==> src/design/b58_pkg.sv <==
// Shared types, constants and arithmetic helpers for the base58 encoder.
package b58_pkg;

  // Radix of the encoding and digit storage geometry.
  localparam int RADIX       = 58;
  localparam int DIGIT_W     = 6;
  localparam int DIGIT_DEPTH = 64;

  // ASCII '1' stands for each leading zero byte.
  localparam logic [7:0] ZERO_CHAR = 8'h31;

  // The alphabet, first character in the top byte.
  localparam logic [8*RADIX-1:0] ALPHABET =
    "123456789ABCDEFGHJKLMNPQRSTUVWXYZabcdefghijkmnopqrstuvwxyz";

  // Commands from the controller to the datapath.
  typedef struct packed {
    logic store;       // write an input byte into the byte store
    logic init;        // begin digit generation for a finished string
    logic pass_begin;  // start one long-division pass
    logic pass_step;   // divide one stored byte
    logic digit_wr;    // record the pass remainder as a digit
    logic emit_begin;  // set up character output
    logic emit_load;   // load one character into the output register
  } b58_cmd_t;

  // Status from the datapath to the controller.
  typedef struct packed {
    logic start_lt_n;  // the number still has nonzero bytes
    logic pass_last;   // the current pass step handles the final byte
    logic emit_last;   // the next character is the final one
    logic out_free;    // the output register can take a character
  } b58_sts_t;

  // Map a digit to its ASCII character.
  function automatic logic [7:0] b58_char(input logic [DIGIT_W-1:0] d);
    logic [7:0] c;
    c = 8'h00;
    for (int i = 0; i < RADIX; i++) begin
      if (d == DIGIT_W'(i)) begin
        c = ALPHABET[8*(RADIX-1-i) +: 8];
      end
    end
    return c;
  endfunction

  // One long-division step: (rem * 256 + b) / 58, returned as {quotient, remainder}.
  // rem * 256 is split through a constant table; the rest needs at most five compares.
  function automatic logic [7+DIGIT_W:0] b58_div_step(input logic [DIGIT_W-1:0] rem,
                                                        input logic [7:0]         b);
    logic [7:0]         q1;
    logic [DIGIT_W-1:0] r1;
    logic [8:0]         s;
    logic [8:0]         r;
    logic [2:0]         k;
    q1 = 8'h00;
    r1 = '0;
    for (int i = 0; i < RADIX; i++) begin
      if (rem == DIGIT_W'(i)) begin
        q1 = 8'((i * 256) / RADIX);
        r1 = DIGIT_W'((i * 256) % RADIX);
      end
    end
    s = {3'b000, r1} + {1'b0, b};
    k = 3'd0;
    r = s;
    for (int j = 1; j <= 5; j++) begin
      if (s >= 9'(j * RADIX)) begin
        k = 3'(j);
        r = s - 9'(j * RADIX);
      end
    end
    return {8'(q1 + {5'b00000, k}), r[DIGIT_W-1:0]};
  endfunction

endpackage

==> src/design/b58_ram.sv <==
// Generic single-write, single-read RAM with registered read data.
module b58_ram #(
  parameter int W     = 8,
  parameter int DEPTH = 32,
  parameter int AW    = (DEPTH > 1) ? $clog2(DEPTH) : 1
) (
  input  logic          clk,
  input  logic          we,
  input  logic [AW-1:0] waddr,
  input  logic [W-1:0]  wdata,
  input  logic [AW-1:0] raddr,
  output logic [W-1:0]  rdata
);

  logic [W-1:0] mem [DEPTH];

  // Write port.
  always_ff @(posedge clk) begin
    if (we) begin
      mem[waddr] <= wdata;
    end
  end

  // Registered read port.
  always_ff @(posedge clk) begin
    rdata <= mem[raddr];
  end

endmodule

==> src/design/b58_dp.sv <==
// Datapath: byte and digit stores, long-division unit, counters and output register.
module b58_dp #(
  parameter int MAX_BYTES = 32,
  parameter int MAX_CHARS = 44
) (
  input  logic              clk,
  input  logic              rst_n,
  input  b58_pkg::b58_cmd_t cmd,
  output b58_pkg::b58_sts_t sts,
  input  logic [7:0]        in_data,
  output logic              out_tvalid,
  input  logic              out_tready,
  output logic [7:0]        out_tdata,
  output logic              out_tlast
);
  import b58_pkg::*;

  localparam int CW    = $clog2(MAX_BYTES + 1);
  localparam int AW    = (MAX_BYTES > 1) ? $clog2(MAX_BYTES) : 1;
  localparam int DAW   = $clog2(DIGIT_DEPTH);
  localparam int SUM_W = $clog2(MAX_BYTES + DIGIT_DEPTH);

  // String bookkeeping.
  logic [CW-1:0]      byte_cnt_r;
  logic [CW-1:0]      zero_cnt_r;
  logic               in_zero_r;
  logic [DAW-1:0]     digit_cnt_r;

  // Division and output sequencing.
  logic [CW-1:0]      start_r;
  logic [CW-1:0]      idx_r;
  logic [DIGIT_W-1:0] rem_r;
  logic               nz_found_r;
  logic [CW-1:0]      nz_idx_r;
  logic [SUM_W-1:0]   char_cnt_r;
  logic [DAW-1:0]     dptr_r;
  logic               out_valid_r;
  logic [7:0]         out_char_r;
  logic               out_last_r;

  // Memory ports.
  logic               bram_we;
  logic [AW-1:0]      bram_waddr;
  logic [7:0]         bram_wdata;
  logic [AW-1:0]      bram_raddr;
  logic [7:0]         bram_rdata;
  logic [DIGIT_W-1:0] dram_rdata;

  logic               not_full;
  logic [CW-1:0]      idx_inc;
  logic [7:0]         step_q;
  logic [DIGIT_W-1:0] step_r;
  logic [SUM_W-1:0]   total_raw;
  logic [SUM_W-1:0]   total;
  logic               emit_zero;

  assign not_full = (byte_cnt_r < CW'(MAX_BYTES));
  assign idx_inc  = CW'(idx_r + 1'b1);
  assign {step_q, step_r} = b58_div_step(rem_r, bram_rdata);

  // Character count, limited to the output length.
  assign total_raw = SUM_W'(zero_cnt_r) + SUM_W'(digit_cnt_r);
  assign total     = (total_raw > SUM_W'(MAX_CHARS)) ? SUM_W'(MAX_CHARS) : total_raw;
  assign emit_zero = (char_cnt_r < SUM_W'(zero_cnt_r));

  // Byte store port selection: input beats in idle, quotients during a pass.
  always_comb begin
    bram_we    = (cmd.store && not_full) || cmd.pass_step;
    bram_waddr = cmd.pass_step ? idx_r[AW-1:0] : byte_cnt_r[AW-1:0];
    bram_wdata = cmd.pass_step ? step_q : in_data;
    bram_raddr = cmd.pass_begin ? start_r[AW-1:0] : idx_inc[AW-1:0];
  end

  b58_ram #(.W(8), .DEPTH(MAX_BYTES)) u_byte_ram (
    .clk   (clk),
    .we    (bram_we),
    .waddr (bram_waddr),
    .wdata (bram_wdata),
    .raddr (bram_raddr),
    .rdata (bram_rdata)
  );

  b58_ram #(.W(DIGIT_W), .DEPTH(DIGIT_DEPTH)) u_digit_ram (
    .clk   (clk),
    .we    (cmd.digit_wr),
    .waddr (digit_cnt_r),
    .wdata (rem_r),
    .raddr (dptr_r),
    .rdata (dram_rdata)
  );

  // Counters and output valid.
  always_ff @(posedge clk) begin
    if (!rst_n) begin
      byte_cnt_r  <= '0;
      zero_cnt_r  <= '0;
      in_zero_r   <= 1'b1;
      digit_cnt_r <= '0;
      out_valid_r <= 1'b0;
    end else begin
      if (cmd.store && not_full) begin
        byte_cnt_r <= CW'(byte_cnt_r + 1'b1);
        if (in_zero_r && in_data == 8'h00) begin
          zero_cnt_r <= CW'(zero_cnt_r + 1'b1);
        end else begin
          in_zero_r <= 1'b0;
        end
      end
      if (cmd.init) begin
        digit_cnt_r <= '0;
      end
      if (cmd.digit_wr) begin
        digit_cnt_r <= DAW'(digit_cnt_r + 1'b1);
      end
      if (cmd.emit_load) begin
        out_valid_r <= 1'b1;
        if (sts.emit_last) begin
          byte_cnt_r <= '0;
          zero_cnt_r <= '0;
          in_zero_r  <= 1'b1;
        end
      end else if (out_tready) begin
        out_valid_r <= 1'b0;
      end
    end
  end

  // Division pass registers and character output registers.
  always_ff @(posedge clk) begin
    if (cmd.init) begin
      start_r <= zero_cnt_r;
    end
    if (cmd.pass_begin) begin
      idx_r      <= start_r;
      rem_r      <= '0;
      nz_found_r <= 1'b0;
      nz_idx_r   <= byte_cnt_r;
    end
    if (cmd.pass_step) begin
      idx_r <= idx_inc;
      rem_r <= step_r;
      if (step_q != 8'h00 && !nz_found_r) begin
        nz_found_r <= 1'b1;
        nz_idx_r   <= idx_r;
      end
    end
    // The next pass begins at the first nonzero quotient byte.
    if (cmd.digit_wr) begin
      start_r <= nz_idx_r;
    end
    if (cmd.emit_begin) begin
      char_cnt_r <= '0;
      dptr_r     <= DAW'(digit_cnt_r - 1'b1);
    end
    if (cmd.emit_load) begin
      out_char_r <= emit_zero ? ZERO_CHAR : b58_char(dram_rdata);
      out_last_r <= sts.emit_last;
      char_cnt_r <= SUM_W'(char_cnt_r + 1'b1);
      if (!emit_zero) begin
        dptr_r <= DAW'(dptr_r - 1'b1);
      end
    end
  end

  // Status toward the controller.
  always_comb begin
    sts.start_lt_n = (start_r < byte_cnt_r);
    sts.pass_last  = (idx_inc == byte_cnt_r);
    sts.emit_last  = (SUM_W'(char_cnt_r + 1'b1) == total);
    sts.out_free   = !out_valid_r || out_tready;
  end

  assign out_tvalid = out_valid_r;
  assign out_tdata  = out_char_r;
  assign out_tlast  = out_last_r;

  // Leading zeros are a part of the stored bytes.
  a_zero_le_count: assert property (@(posedge clk) disable iff (!rst_n)
    zero_cnt_r <= byte_cnt_r)
    else $error("leading zero count exceeds byte count");

  // The byte count saturates at the store depth.
  a_count_cap: assert property (@(posedge clk) disable iff (!rst_n)
    byte_cnt_r <= CW'(MAX_BYTES))
    else $error("byte count beyond store depth");

  // A pass only touches stored bytes, with a remainder below the radix.
  a_pass_range: assert property (@(posedge clk) disable iff (!rst_n)
    cmd.pass_step |-> (idx_r < byte_cnt_r) && (rem_r < DIGIT_W'(RADIX)))
    else $error("division step out of range");

  // The final character returns the string state to its idle values.
  a_finish: assert property (@(posedge clk) disable iff (!rst_n)
    cmd.emit_load && sts.emit_last |=> byte_cnt_r == '0 && zero_cnt_r == '0 && in_zero_r)
    else $error("string state not cleared after final character");

endmodule

==> src/design/b58_ctrl.sv <==
// Controller: sequences byte intake, long-division passes and character output.
module b58_ctrl (
  input  logic              clk,
  input  logic              rst_n,
  input  logic              in_tvalid,
  input  logic              in_tlast,
  output logic              in_tready,
  input  b58_pkg::b58_sts_t sts,
  output b58_pkg::b58_cmd_t cmd
);
  import b58_pkg::*;

  typedef enum logic [2:0] {
    S_IDLE,
    S_INIT,
    S_CHECK,
    S_PASS,
    S_DIGIT,
    S_EMIT_RD,
    S_EMIT_LD
  } state_t;

  state_t state_r;
  state_t state_nxt;

  // Command decode and next state.
  always_comb begin
    cmd       = '0;
    in_tready = 1'b0;
    state_nxt = state_r;
    unique case (state_r)
      S_IDLE: begin
        in_tready = 1'b1;
        cmd.store = in_tvalid;
        if (in_tvalid && in_tlast) begin
          state_nxt = S_INIT;
        end
      end
      S_INIT: begin
        cmd.init  = 1'b1;
        state_nxt = S_CHECK;
      end
      S_CHECK: begin
        if (sts.start_lt_n) begin
          cmd.pass_begin = 1'b1;
          state_nxt      = S_PASS;
        end else begin
          cmd.emit_begin = 1'b1;
          state_nxt      = S_EMIT_RD;
        end
      end
      S_PASS: begin
        cmd.pass_step = 1'b1;
        if (sts.pass_last) begin
          state_nxt = S_DIGIT;
        end
      end
      S_DIGIT: begin
        cmd.digit_wr = 1'b1;
        state_nxt    = S_CHECK;
      end
      S_EMIT_RD: begin
        state_nxt = S_EMIT_LD;
      end
      S_EMIT_LD: begin
        if (sts.out_free) begin
          cmd.emit_load = 1'b1;
          state_nxt     = sts.emit_last ? S_IDLE : S_EMIT_RD;
        end
      end
      default: begin
        state_nxt = S_IDLE;
      end
    endcase
  end

  // State register.
  always_ff @(posedge clk) begin
    if (!rst_n) begin
      state_r <= S_IDLE;
    end else begin
      state_r <= state_nxt;
    end
  end

endmodule

==> src/design/base58_encoder.sv <==
// Base58 encoder top level: byte stream in, Bitcoin-alphabet characters out.
// In idle the block takes every input byte. After the final byte, each division pass runs a
// check, a step per stored byte from the first nonzero byte and a digit write; each character
// is then read from the digit store and loaded into the output register once that is free.
// Throughput is one string at a time, set by the single shared division step.
// Reset (rst_n low, synchronous) clears the counters and control state; stores are not cleared.
module base58_encoder #(
  parameter int MAX_BYTES = 32,
  parameter int MAX_CHARS = 44
) (
  input  logic       clk,
  input  logic       rst_n,
  input  logic       in_tvalid,
  output logic       in_tready,
  input  logic [7:0] in_tdata,   // [7:0] data_byte
  input  logic       in_tlast,
  output logic       out_tvalid,
  input  logic       out_tready,
  output logic [7:0] out_tdata,  // [7:0] out_char
  output logic       out_tlast
);
  import b58_pkg::*;

  b58_cmd_t cmd;
  b58_sts_t sts;

  b58_ctrl u_ctrl (
    .clk       (clk),
    .rst_n     (rst_n),
    .in_tvalid (in_tvalid),
    .in_tlast  (in_tlast),
    .in_tready (in_tready),
    .sts       (sts),
    .cmd       (cmd)
  );

  b58_dp #(.MAX_BYTES(MAX_BYTES), .MAX_CHARS(MAX_CHARS)) u_dp (
    .clk        (clk),
    .rst_n      (rst_n),
    .cmd        (cmd),
    .sts        (sts),
    .in_data    (in_tdata),
    .out_tvalid (out_tvalid),
    .out_tready (out_tready),
    .out_tdata  (out_tdata),
    .out_tlast  (out_tlast)
  );

endmodule

==> config.mk <==
export PLATFORM = sky130hd
export DESIGN_NAME = base58_encoder
export DESIGN_NICKNAME = d
export VERILOG_FILES = /design/src/design/b58_pkg.sv /design/src/design/b58_ram.sv /design/src/design/b58_dp.sv /design/src/design/b58_ctrl.sv /design/src/design/base58_encoder.sv
export SDC_FILE = /design/constraint.sdc
export NUM_CORES = 1
export LEC_CHECK = 0
export BUFFER_PORTS_ARGS = -buffer_cell sky130_fd_sc_hd__buf_2
export CORE_ASPECT_RATIO = 1.1
export CORE_UTILIZATION = 56
export CTS_BUF_LIST = sky130_fd_sc_hd__clkbuf_16
export CTS_CLUSTER_SIZE = 30
export DETAILED_ROUTE_END_ITERATION = 10
export MAX_ROUTING_LAYER = met4
export PLACE_DENSITY_LB_ADDON = 0.2
export SETUP_SLACK_MARGIN = 0.15
export SLEW_MARGIN = 5
export SYNTH_ARGS = -nofsm -noshare
export SYNTH_HDL_FRONTEND = slang
export SYNTH_SLANG_ARGS = --single-unit
==> constraint.sdc <==
create_clock -name clk -period 7.8 [get_ports clk]
set_input_delay 1.56 -clock clk [delete_from_list [all_inputs] [get_ports clk]]
set_output_delay 1.56 -clock clk [all_outputs]
set_load 0.05 [all_outputs]
Word level (Yosys, flattened, before mapping) --
Memory sizes are Yosys's and may differ from the RTL's. A register that Yosys moved wholly into a read port is not among the register bits. Index checks and enable logic that the tools add are counted. W data, S select, Z words.
Operators by class: $add $sub $neg 15, multipliers 0, divide/modulo/power cells 0, magnitude comparators 9, equality and inequality tests 125, shift-type cells 0, mux-type cells 239, bitwise logic cells 0, reductions and logical operators 22
Operator list (number):
- $mux W6 | 98
- $mux W7 | 66
- $eq A6 B6 Y1 const B | 52
- $mux W8 | 30
- $eq A6 B5 Y1 const B | 32
- $eq A6 B4 Y1 const B | 16
- $reduce_or A58 Y1 | 1
- $eq A6 B3 Y1 const B | 8
- $mux W5 | 7
- $sub A6 B6 Y6 const B | 5
- $reduce_or A26 Y1 | 1
- $mux W1 | 25
- $add A6 B1 Y6 const B | 4
- $eq A6 B2 Y1 const B | 4
- $mux W3 | 8
- $ge A9 B8 Y1 const B | 2
- $pmux W3 S6 | 1
- $eq A6 B1 Y1 const B | 2
- $reduce_or A12 Y1 | 1
- $sub A6 B1 Y6 const B | 2
- $add A6 B8 Y9 | 1
- $eq A3 B3 Y1 const B | 3
- $ge A9 B6 Y1 const B | 1
- $ge A9 B7 Y1 const B | 1
- 27 further kinds | 39
Storage, ports and cells: register bits 70, latch bits 0, bits in writable memories 640, memory bits (read-only) 0, input bits 13, output and inout port bits 11, word-level logic and storage cells 431, memories 2
Memory list:
- u_dp.u_digit_ram.mem | words 64, width 6, read ports 1, clocked after Yosys merged registers in 1, write ports 1, RTL line b58_ram.sv:15 | logic [W-1:0] mem [DEPTH];
- u_dp.u_byte_ram.mem | words 32, width 8, read ports 1, clocked after Yosys merged registers in 1, write ports 1, RTL line b58_ram.sv:15

Logic depth before layout (Yosys ltp) --
depth in word-level cells 70, depth in mapped cells 29

Modules after synthesis --
A second synthesis with hierarchy kept.
Unflattened totals: cells, all modules 2026, area, all modules 32264.7 um^2
Modules (own cells, without submodules):
- b58_ram (u_dp.u_digit_ram) | times used 1, cells an instance 720, area an instance 15225.9 um^2, seq. area each 11651.2 um^2
- b58_ram (u_dp.u_byte_ram) | times used 1, cells an instance 417, area an instance 10053.4 um^2, seq. area each 7847.5 um^2
- b58_dp | times used 1, cells an instance 854, area an instance 6697.7 um^2, seq. area each 1651.6 um^2
- b58_ctrl | times used 1, cells an instance 35, area an instance 287.8 um^2, seq. area each 60.1 um^2

Worst setup path before layout --
No wires, ideal clock.
kind register -> register, start reg u_dp.rem_r[3], end mem u_dp.u_byte_ram.mem[0][6] (data pin), library setup time 0.454 ns, arrival 7.618 ns, setup slack -0.272 ns, cell stages (with the launch flop) 24, buffers on the path 3, period minus slack after synthesis 8.072 ns, cell sequence edfxtp_1 -> buf_2 -> clkbuf_1 -> clkbuf_1 -> o21ai_0 -> a221oi_1 -> a21oi_1 -> a311o_1 -> ha_1 -> fa_1 -> xnor2_1 -> inv_1 -> ha_1 -> a311o_1 -> a21oi_1 -> a221o_1 -> ha_1 -> inv_1 -> fa_1 -> nor2b_1 -> o21bai_1 -> nor2_1 -> xor2_1 -> o21ai_0
On the way: cells in the longest elaborated chain, start to end 67, elaborated cells on any way between the ends 184
RTL lines:
- from (decl) | RTL line b58_dp.sv:32 | logic [DIGIT_W-1:0] rem_r;
- from (signal assigned) | RTL line b58_dp.sv:141 | rem_r <= step_r;
- $eq A6 B1 Y1 | RTL line b58_pkg.sv:59 | if (rem == DIGIT_W'(i)) begin
- $mux W5 | RTL line b58_pkg.sv:59
- $mux W6 (56 in a row) | RTL line b58_pkg.sv:59
- $add A6 B8 Y9 | RTL line b58_pkg.sv:64 | s = {3'b000, r1} + {1'b0, b};
- $ge A9 B6 Y1 | RTL line b58_pkg.sv:68 | if (s >= 9'(j * RADIX)) begin
- $mux W1 | RTL line b58_pkg.sv:68
- $mux W2 (2 in a row) | RTL line b58_pkg.sv:68
- $mux W3 (2 in a row) | RTL line b58_pkg.sv:68
- $add A8 B3 Y8 (*) | RTL line b58_pkg.sv:73 | return {8'(q1 + {5'b00000, k}), r[DIGIT_W-1:0]};
- $mux W8 (*) | RTL line b58_dp.sv:70 | bram_wdata = cmd.pass_step ? step_q : in_data;
- via u_dp.bram_wdata[6] | RTL line b58_dp.sv:44 | logic [7:0] bram_wdata;
- to (decl) | RTL line b58_ram.sv:15
The timed path passes the listed nets; every way through them passes the cells marked *.

Worst setup path in the final report --
start reg u_dp.rem_r[4], end mem u_dp.u_byte_ram.mem[5][4] (data pin)
The elaborated chain is that of the path after synthesis.

==> flow_results.org <==
** Detailed routing
- Number of design-rule violations left by the first detailed-router iteration :: approximately 1800
- Average wire per cell in the routed design :: approximately 24 um
- Total via count after detailed routing :: 20300
- The first detailed-routing pass ran for 7 iterations.
- Post-detailed-route count of antenna-violating nets :: 0
- In the routed layout, each cell is associated on average with a via count of 6.21.
- Remaining DRCs :: 0
- Total routed wirelength :: 78000 um

** Synth
- Number of flip-flops and latches in the synthesized netlist :: roughly 720
- Top FF cell, synth :: edfxtp_1
- The synthesized design contains ~670 enable-type register cells.
- Cell taking the most area after synthesis :: edfxtp_1
- Synth top area share :: 62.1%
- Gate Count Post-Synth :: 2475
- Yosys printed 0 warnings.
- Counting flops with an async set or reset pin after synthesis yields a share of 0%.
- By area the synthesized netlist is led by edfxtp_1, mux2i_1, mux4_2, nor2_1, dfxtp_1.
- After synthesis, the mean cell area works out to 13.2 um2.
- The number of nets in the synthesized netlist is ~2500.
- In this run the cell area of the synthesized design comes to 32500 um2.
- For this run, the register share of the synthesized area comes to 65.2%.
- Synth unique cells :: 78

** Timing
- After layout, the minimum clock period comes to between 7 and 8 ns.
- Setup slack on the critical path of the routed design comes to 0.798 ns.
- Final period utilization :: between 80% and 90%
- Number of hold violations in the final report :: 0
- Setup violations remaining at the end of the flow were counted as 0.
- Slew Limit Headroom :: 19.0%
- At the pin with the least slew margin, the transition time is around 1.2 ns.
- Unrepaired setup endpoints after global routing :: false
- Clock tree skew after final layout :: 0.0191 ns
- The count of pins over their slew limit is 0.
- Worst hold-check slack :: approximately 0.45 ns
- For this run, the top clock speed supported by timing is 143 MHz.
- Total negative slack :: 0 ns

** Cells and area
- Fraction of final layout cells with drive strength greater than 1 :: 10.5%
- Summing all flip-flop and latch instances after layout gives 21200 um2.
- Post-Layout Inst Area :: 35700 um2
- Area taken by multi-input logic gates :: between 10000 and 15000 um2
- After the last flow step, the layout net total stands at 2527.
- Counting the fill cells in the layout gives 4340.
- From synthesis to final layout, the design area changed by 9.80%.

** Worst setup path
- The setup path with the least slack is of type register to register.
- The startpoint identified for the worst register-to-register timing path is u_dp.rem_r[4].
- For the worst flop-to-flop path, the logic depth is 25.
- Worst EP arrival :: 7.45 ns
- CP startpoint kind :: register
- The worst setup path is captured at a register.
- Tracing the worst setup path back leads to its startpoint at u_dp.rem_r[4].
- Setup slack of the worst register-to-register path :: 0.80 ns
- Reg2Reg Capture Point :: u_dp.u_byte_ram.mem[5][4]
- Data required time of the critical path :: 8.25 ns
- Biggest fanout along the worst timing path :: 22

** GRT
- Entering global routing, the biggest net connects 102 pins.
- Global routing consumed, over all layers together, 27.5% of the routing resources.
- Via count of the first global-routing pass :: between 15000 and 20000
- Global-route wire length before repair :: between 100000 and 150000 um
- For this run the aggregate overflow at the end of global routing stands at 0.
- Initial antenna violation count :: 1

** Placed design
- Post-detail-place hpwl :: 51100 um
- Summing all placed instances gives a cell area of 33400 um2.
- Port-buffer cells :: 22
- Before CTS, the worst setup slack after placement is 0.576 ns.
- At the end of routability-driven placement, the weighted congestion stood at around 0.92.

** Min path
- The min-delay analysis places its worst path in the category register to register.
- The startpoint identified for the worst hold timing path is u_dp.nz_found_r.
- Hold EP :: u_dp.nz_found_r
- Along the worst hold path, the cell count comes to 2.

** Power and ir drop
- The analysis attributes to cell leakage a power of 12.4 nW.
- The design draws 11.5 mW.
- For this design the ratio of total power to cell area is 323 nW/um2.
- IR analysis of the VDD net gives a maximum drop of 0.237 mV.

** Floorplan
- Die Span X :: 232 um
- The floorplan step set the die height to 255 um.
- Row generation in the floorplan step produced slightly above 90 rows.
- Total core area :: 57300 um2
- 24 I/O pins were placed.
- Die Area :: 59100 um2
- Once the floorplan was initialized, standard cells occupied 56.8% of the core.

** Clock network
- TritonCTS built the clock tree.
- The longest clock path from root to sink contains 3 buffers.
- H-tree levels :: 3
- Source-to-sink clock delay at the later pin of the worst-skew pair :: 0.61 ns
- After clock tree synthesis, the flow added hold-fix buffers numbering 0.
- Number of clock buffers inserted by TritonCTS :: 72
- CTS Root Cell :: clkbuf_16
- Clock tree synthesis found a total of 723 sinks.
- Clock transition at the registers of the reported paths :: 0.07 ns

** Outcome
- The flow ran to the end, and the final reports show no timing, DRC or antenna violations.

** Flow run
- Count of maximum capacitance violations :: 0
==> flip-flops by register name (all words and copies together) (netlist names) <==
register,flops
u_dp.start_r,6
u_dp.zero_cnt_r,6
u_dp.nz_found_r,1
u_dp.rem_r,6
u_dp.dptr_r,6
u_dp.u_digit_ram.rdata,6
u_ctrl.state_r,3
u_dp.in_zero_r,1
u_dp.idx_r,6
u_dp.u_byte_ram.rdata,8
u_dp.u_byte_ram.mem,256
u_dp.char_cnt_r,7
u_dp.byte_cnt_r,6
u_dp.u_digit_ram.mem,384
u_dp.out_tdata,7
u_dp.out_tvalid,1
u_dp.digit_cnt_r,6
u_dp.nz_idx_r,6
u_dp.out_tlast,1
==> layout by cell type, fill, tap and decap left out, types with 8 or more instances in the layout <==
| cell type | count |
|---|---|
| o221ai_1 | 32 |
| a21o_1 | 15 |
| and3_1 | 9 |
| o211ai_1 | 10 |
| mux2_2 | 25 |
| xor2_1 | 20 |
| o22ai_1 | 31 |
| nor2_1 | 271 |
| clkinv_1 | 19 |
| nor3_1 | 33 |
| nand3b_1 | 8 |
| ha_1 | 44 |
| nand2b_1 | 15 |
| buf_2 | 22 |
| and2_1 | 8 |
| a211oi_1 | 19 |
| nand3_1 | 62 |
| mux4_2 | 48 |
| a22o_1 | 11 |
| a32oi_1 | 35 |
| xnor2_1 | 36 |
| dfxtp_1 | 47 |
| nor2b_1 | 19 |
| nor4_1 | 16 |
| edfxtp_1 | 673 |
| nand4_1 | 18 |
| mux2i_1 | 178 |
| clkbuf_16 | 75 |
| a31oi_1 | 12 |
| inv_1 | 53 |
| nand2_1 | 258 |
| a21oi_1 | 114 |
| o21ai_0 | 97 |
| buf_4 | 44 |
| clkinv_2 | 8 |
==> metal layers <==
layer | track usage, % | vias up | wire length [um]
met1 | 33.1 | 10100 | 30400
met4 | 11.9 | 0 | 3170
met2 | 47.0 | 700 | 40300
li1 | - | 9389 | -
met3 | 3.41 | 173 | 4120
met5 | - | - | 0
==> cells in the mapped netlist (10+ instances only) <==
library cell	instances
a21o_1	15
inv_1	41
nand2b_1	16
buf_4	10
a211oi_1	19
buf_1	24
a21oi_1	115
dfxtp_1	50
a31oi_1	12
xor2_1	20
mux2i_1	179
o21ai_0	103
o22ai_1	31
xnor2_1	36
a22o_1	11
o211ai_1	10
nand2_1	258
nor2b_1	19
a32oi_1	35
nor3_1	33
mux4_2	48
ha_1	44
edfxtp_1	673
clkbuf_1	93
o221ai_1	32
nand4_1	18
mux2_2	24
nor2_1	271
nand3_1	62
nor4_1	16
buf_2	23
==> critical path, stage by stage (launching register included) <==
cell,delay (ns)
edfxtp_1,0.71
buf_4,0.34
nand2b_1,0.15
nand2_1,0.22
a21oi_1,0.06
a311oi_1,0.24
o221ai_1,0.22
ha_1,0.30
a211oi_1,0.47
nor2_1,0.21
nor2_1,0.58
inv_1,0.18
ha_1,0.26
nand2_1,0.08
o21ai_0,0.12
nand2_1,0.09
a21boi_0,0.19
a221o_1,0.41
ha_1,0.23
inv_1,0.08
fa_1,0.20
nor2b_1,0.05
o21bai_1,0.26
xnor2_1,0.13
o21ai_2,0.71
buf_4,0.30
==> cell type report <==
type / instances / share of cell area (%)
flip-flops and latches: 723 / 59.4
diodes: 1 / 0.00700
clock inverters: 54 / 1.23
multi-input cells: 1560 / 29.7
well taps: 752 / 2.63
repair buffers: 68 / 1.34
clock buffers: 75 / 5.25
inverters: 42 / 0.441
==> report_power, final <==
part           internal (mW)  total [mW]  switching (mW)
logic                   1.33        3.47            2.13
registers               4.41        4.66           0.252
clock network           1.97        3.40            1.43
==> what timing repair did <==
item	CTS	global route
resized for setup	0	1
setup endpoints to repair	0	32
setup buffers	0	0
==> metrics by stage <==
stage | util (%) | instances
final | 62.3 | 3275
after global routing | 62.3 | 3275
after CTS | 62.3 | 3274
after detailed placement | 58.3 | 3145
after global placement | 58.3 | 3145
after floorplan | - | 2475
==> worst max path at each step <==
| stage | to | slack, ns | depth (start not counted) |
|---|---|---|---|
| after floorplan | u_dp.u_byte_ram.mem[0][6] | 0.28 | 23 |
| after global placement | u_dp.u_byte_ram.mem[3][6] | 0.68 | 25 |
| after detailed placement | u_dp.u_byte_ram.mem[3][6] | 0.58 | 25 |
| after CTS | u_dp.u_byte_ram.mem[2][6] | 0.57 | 25 |
| after global routing | u_dp.u_byte_ram.mem[5][4] | 0.21 | 25 |
| final | u_dp.u_byte_ram.mem[5][4] | 0.80 | 25 |
==> cell families after synthesis <==
group,share of synthesized area [%]
compound gates,9.28
xor+xnor,1.51
fa+ha+maj,1.91
buf+inv,2.42
flops,65.2
mux,9.69
other cells,0.0115
simple gates,10.0
(Power assumes the default switching activity.)
